**config.mk**
```make
export PLATFORM = sky130hd
export DESIGN_NAME = deq_ctrl
export DESIGN_NICKNAME = d
export VERILOG_FILES = /design/src/rtl/core/deq_pkg.sv /design/src/rtl/core/deq_ctrl.sv
export SDC_FILE = /design/constraint.sdc
export NUM_CORES = 1
export LEC_CHECK = 0
export ABC_AREA = 1
export BUFFER_PORTS_ARGS = -buffer_cell sky130_fd_sc_hd__buf_2
export CELL_PAD_IN_SITES_DETAIL_PLACEMENT = 1
export CELL_PAD_IN_SITES_GLOBAL_PLACEMENT = 1
export CORE_ASPECT_RATIO = 0.5
export CORE_MARGIN = 1.5
export CORE_UTILIZATION = 37
export DETAILED_ROUTE_END_ITERATION = 6
export PLACE_DENSITY = 0.86
export SLEW_MARGIN = 20
export SYNTH_ARGS = -nofsm -noshare
export SYNTH_HDL_FRONTEND = slang
export SYNTH_SLANG_ARGS = --single-unit
```
**constraint.sdc**
```tcl
create_clock -name clock -period 3.51 [get_ports clock]
set_clock_uncertainty 0.1 [all_clocks]
set_input_delay 0.1755 -clock clock [delete_from_list [all_inputs] [get_ports clock]]
set_output_delay 0.1755 -clock clock [all_outputs]
set_load 0.02 [all_outputs]
```
**src/rtl/core/deq_pkg.sv**
```systemverilog
`default_nettype none

package deq_pkg;

   localparam int unsigned DEPTH_DEFAULT      = 1024;
   localparam int unsigned DATA_WIDTH_DEFAULT = 32;

   localparam int unsigned MODE_W   = 3;
   localparam int unsigned VALUE_W  = 32;
   localparam int unsigned POS_W    = 10;
   localparam int unsigned FILL_W   = 11;
   localparam int unsigned STATUS_W = 2;

   typedef enum logic [MODE_W-1:0] {
      MODE_PUSH_BACK  = 3'd0,
      MODE_PUSH_FRONT = 3'd1,
      MODE_POP_BACK   = 3'd2,
      MODE_POP_FRONT  = 3'd3,
      MODE_PEEK_BACK  = 3'd4,
      MODE_PEEK_FRONT = 3'd5,
      MODE_READ_AT    = 3'd6,
      MODE_CLEAR      = 3'd7
   } deq_mode_type;

   typedef enum logic [STATUS_W-1:0] {
      STATUS_OK    = 2'd0,
      STATUS_EMPTY = 2'd1,
      STATUS_FULL  = 2'd2,
      STATUS_RANGE = 2'd3
   } deq_status_type;

   // per-command result info from the pointer logic to the output register
   typedef struct packed {
      logic [FILL_W-1:0] fill_count;
      deq_status_type    status;
      logic              has_element;
   } deq_result_type;

endpackage

`default_nettype wire

```
**src/rtl/core/deq_ctrl.sv**
```systemverilog
`default_nettype none

module deq_ctrl #(
   parameter int unsigned DEPTH      = deq_pkg::DEPTH_DEFAULT,
   parameter int unsigned DATA_WIDTH = deq_pkg::DATA_WIDTH_DEFAULT
) (
   input  wire logic                          clock,
   input  wire logic                          reset,
   input  wire logic                          accept,
   input  wire logic [deq_pkg::MODE_W-1:0]    mode,
   input  wire logic [deq_pkg::VALUE_W-1:0]   push_value,
   input  wire logic [deq_pkg::POS_W-1:0]     position,
   output logic                               wr_en,
   output logic      [$clog2(DEPTH)-1:0]      wr_addr,
   output logic      [DATA_WIDTH-1:0]         wr_data,
   output logic      [$clog2(DEPTH)-1:0]      rd_addr,
   output deq_pkg::deq_result_type            result
);
   import deq_pkg::*;

   localparam int unsigned AW = $clog2(DEPTH);
   localparam int unsigned CW = $clog2(DEPTH + 1);
   localparam int unsigned OW = (CW > POS_W) ? CW : POS_W;

   logic [AW-1:0] head_ff;
   logic [AW-1:0] head_in;
   logic [CW-1:0] count_ff;
   logic [CW-1:0] count_in;

   logic          empty;
   logic          full;
   logic [AW-1:0] head_inc;
   logic [AW-1:0] head_dec;
   logic [AW-1:0] tail_addr;
   logic [AW-1:0] back_addr;
   logic [AW-1:0] pos_addr;
   logic [OW-1:0] pos_ext;
   logic [OW-1:0] count_ext;
   logic [CW-1:0] count_less;
   deq_mode_type  mode_sel;
   deq_status_type status;
   logic          has_element;

   // head plus an offset below DEPTH, folded back into the ring
   function automatic logic [AW-1:0] ring_add(input logic [AW-1:0] base,
                                              input logic [AW-1:0] offset);
      logic [AW:0] sum;
      sum = {1'b0, base} + {1'b0, offset};
      if (sum >= (AW+1)'(DEPTH)) begin
         sum = sum - (AW+1)'(DEPTH);
      end
      return sum[AW-1:0];
   endfunction

   assign empty      = (count_ff == '0);
   assign full       = (count_ff == CW'(DEPTH));
   assign count_less = count_ff - CW'(1);
   assign head_inc   = (head_ff == AW'(DEPTH - 1)) ? '0 : head_ff + AW'(1);
   assign head_dec   = (head_ff == '0) ? AW'(DEPTH - 1) : head_ff - AW'(1);
   assign tail_addr  = ring_add(head_ff, count_ff[AW-1:0]);
   assign back_addr  = ring_add(head_ff, count_less[AW-1:0]);
   assign pos_ext    = OW'(position);
   assign count_ext  = OW'(count_ff);
   assign pos_addr   = ring_add(head_ff, pos_ext[AW-1:0]);
   assign mode_sel   = deq_mode_type'(mode);
   assign wr_data    = DATA_WIDTH'(push_value);

   always_comb begin
      head_in     = head_ff;
      count_in    = count_ff;
      wr_en       = 1'b0;
      wr_addr     = tail_addr;
      rd_addr     = head_ff;
      status      = STATUS_OK;
      has_element = 1'b0;
      unique case (mode_sel) inside
         MODE_PUSH_BACK: begin
            if (full) begin
               status = STATUS_FULL;
            end else begin
               wr_en    = accept;
               count_in = count_ff + CW'(1);
            end
         end
         MODE_PUSH_FRONT: begin
            if (full) begin
               status = STATUS_FULL;
            end else begin
               wr_en    = accept;
               wr_addr  = head_dec;
               head_in  = head_dec;
               count_in = count_ff + CW'(1);
            end
         end
         MODE_POP_BACK, MODE_PEEK_BACK: begin
            if (empty) begin
               status = STATUS_EMPTY;
            end else begin
               rd_addr     = back_addr;
               has_element = 1'b1;
               if (mode_sel == MODE_POP_BACK) begin
                  count_in = count_less;
               end
            end
         end
         MODE_POP_FRONT, MODE_PEEK_FRONT: begin
            if (empty) begin
               status = STATUS_EMPTY;
            end else begin
               has_element = 1'b1;
               if (mode_sel == MODE_POP_FRONT) begin
                  head_in  = head_inc;
                  count_in = count_less;
               end
            end
         end
         MODE_READ_AT: begin
            if (empty) begin
               status = STATUS_EMPTY;
            end else if (pos_ext >= count_ext) begin
               status = STATUS_RANGE;
            end else begin
               rd_addr     = pos_addr;
               has_element = 1'b1;
            end
         end
         MODE_CLEAR: begin
            head_in  = '0;
            count_in = '0;
         end
      endcase
   end

   assign result.fill_count  = FILL_W'(count_in);
   assign result.status      = status;
   assign result.has_element = has_element;

   always_ff @(posedge clock) begin
      if (reset) begin
         head_ff  <= '0;
         count_ff <= '0;
      end else if (accept) begin
         head_ff  <= head_in;
         count_ff <= count_in;
      end
   end

endmodule

`default_nettype wire

```
==> results by group <==
Status
  – Status: finished, final reports clean

Clock tree
  – CTS Buf Count: 3
  – Root Buffer: clkbuf_16
  – Worst-Skew Late Latency: 0.27 ns
  – CTS clk-pin slew, worst paths: 0.06 ns
  – CTS tree: done
  – Clock Path Buffers: 2
  – Post-CTS Hold Fix Bufs: 0
  – Htree depth: 1
  – CTS Sinks: 21

Timing
  – Final Hold Fails: 0
  – Final Setup Violations: 0
  – Max Freq: 307 MHz
  – Slew headroom: 57.1%
  – RSZ-0062 raised after global routing: no
  – Max-slew violations: 0
  – Least-Margin Pin Slew: 0.643 ns
  – Min Tclk post-route: 3.25 ns
  – Final TNS setup: 0 ns
  – Crit share post-route: 92.7%

Logic synthesis
  – Synth Warn #: 0
  – Syn Inst Count: 840
  – Post-synth ARST share: 0%
  – Syn avg cell area: 5.65 um2
  – Synth Flop Type: dfxtp_1
  – Mapped cell area: 4750 um2
  – Post-synth EDFFs: 0
  – Unique masters post-synth: 39
  – Post-Syn Nets: 933
  – Synthesis-stage register bit count: 21
  – Sequential area share after synthesis: 8.86%
  – Top-count cell post-synth: nand2_1
  – Synth top area share: 20.3%
  – Post-synth top cells: 257 x nand2_1, 84 x inv_1, 83 x nor2_1
  – Top cells by area, synth: nand2_1 20%, ha_1 11%, dfxtp_1 8.9%, nand3_1 8.5%, inv_1 6.6%
  – Yosys top cell by area: nand2_1

Floorplanning
  – I/O pin count: 115
  – Row count: 28
  – Initial Utilization: 39.0%
  – Die height: 83.1 um
  – Die Area: 13600 um2
  – Core area: 12200 um2
  – Die X: 163 um

Routing
  – Routed WL: 19200 um
  – DRT antenna net count: 0
  – DRC viols: 0
  – Top Layer Used: met4
  – Via count: 5722
  – Met2 Routed Length: 8210 um
  – Wire per inst: 18.9 um
  – Met3 wire length: 1710 um
  – Initial DRC count: 530
  – Vias/cell: 5.63
  – M1 WL: 8700 um
  – First-pass DRT Iterations: 5

Flow run
  – Max Cap Viol: 0

Placed design
  – Gpl congestion: 0.992
  – IO buf count: 50
  – Post-DP HPWL: 15400 um
  – DP Area: 4880 um2
  – Placed insts: 1012

Layout
  – Post-route non-filler standard cell count: 1016
  – Ant diodes: 0
  – Nets: 945
  – Layout area overhead: 4.64%
  – Layout cell share with drive strength beyond 1: 13.7%
  – Final instance area: 4970 um2

Min path
  – Hold Crit Start: reset
  – Hold WC Path Type: in -> reg
  – Hold depth: 4
  – End of the worst hold path: head_ff[7]

Global routing
  – GRT Util Overall: 28.7%
  – Antenna violations before repair: 0
  – Grt total ovfl: 0
  – Vias in the first global route: 5799
  – Global-route wire length before repair: 30500 um
  – Largest net degree at the start of global routing: 18

Pwr
  – Leak: 0.00265 uW
  – Worst VDD drop: 140 uV
  – P per Cell Area: 328 nW/um2

Setup path
  – Data arrival, critical path: 2.98 ns
  – R2R cell count: 13
  – R2R setup slack: 0.95 ns
  – Worst setup SP type: flip-flop
  – CP endpoint kind: primary output
  – FF-to-FF End: head_ff[3]
  – Required @ worst endpoint: 3.23 ns
  – Worst R2R Start: head_ff[0]
  – CP Max Fanout: 10
  – WS Path Type: reg -> out
==> cell type report <==
type	count	area [um2]
Multi-Input combinational cell	664	3550
Tap cell	165	206
Sequential cell	21	422
Fill cell	1730	7190
Inverter	102	385
Clock buffer	4	78.8
Timing Repair Buffer	60	325
==> layer usage <==
layer / track usage (%) / up-vias
met5: 0 / -
met4: 10.3 / 0
met3: 6.04 / 59
met2: 44.8 / 224
met1: 38.6 / 2723
li1: - / 2716
==> through the flow <==
stage	power (uW)	setup slack [ns]	hold slack [ns]	utilization, %
2_1_floorplan	1080	0.744	0.220	-
6_report	1630	0.256	0.204	40.9
4_1_cts	1600	0.138	0.193	40.8
3_5_place_dp	1340	0.444	0.251	40.1
3_3_place_gp	1300	0.611	0.251	40.1
5_1_grt	1740	0.0378	0.210	40.9
==> flip-flops by register name, indices dropped and copies added, names as in the netlist <==
signal     cells
count_ext     11
head_ff       10
==> where the power goes <==
part           switching, uW  total (uW)  internal (uW)
clock network            102         257            156
registers               56.0         314            258
logic                    725        1060            333
total                    883        1630            747
==> placed cells by master, fill, tap and decap left out, types with 7 or more instances in the layout <==
cell type and instances:
nand2_1 257, nor2_1 83, inv_1 83, nand3_1 81, buf_2 50, o21ai_0 45
ha_1 42, a21oi_1 35, dfxtp_1 20, nand4_1 19, o21ai_1 18, inv_2 17
xor2_1 12, buf_4 10, nand2_2 8, xnor2_1 7, nor3_1 7
==> critical path: stages (launching register included) <==
cell     delay [ns]
dfxtp_1        0.64
inv_1          0.22
ha_1           0.36
a21oi_1        0.15
nand2_1        0.07
nand2_1        0.13
nand3_1        0.08
nor2_1         0.20
nand2_1        0.25
o21ai_1        0.22
nor2_1         0.07
nor2_1         0.12
buf_2          0.19
==> cells by family (layout without fill, tap and decap cells) <==
kind of cell / count (synthesis) / after routing / share of synthesized area (%)
and+or+nand+nor: 482 / 482 / 45.2
buffers and inverters: 155 / 166 / 16.5
AOI/OAI and AO/OA: 117 / 117 / 13.3
adders and majority gates: 45 / 45 / 12.3
DFF: 21 / 21 / 8.86
xor gates and xnor gates: 20 / 20 / 3.69
==> worst max-delay path by stage <==
stage,from,to,slack (ns),depth (start not counted)
global placement,count_ext[1],rd_addr[7],0.61,15
CTS,count_ext[1],rd_addr[9],0.14,18
detailed placement,count_ext[1],rd_addr[9],0.44,18
global route,count_ext[1],rd_addr[7],0.04,18
finish,count_ext[2],rd_addr[7],0.26,12
floorplan,count_ext[0],rd_addr[7],0.74,14
==> repair_timing <==
| action | CTS | global route |
|---|---|---|
| resized for setup | 0 | 4 |
| endpoints found under the setup margin | 0 | 7 |
| endpoints found under the hold margin | 0 | 0 |
| buffers inserted | 0 | 0 |
Note: power is estimated with default switching activity, not from simulation.
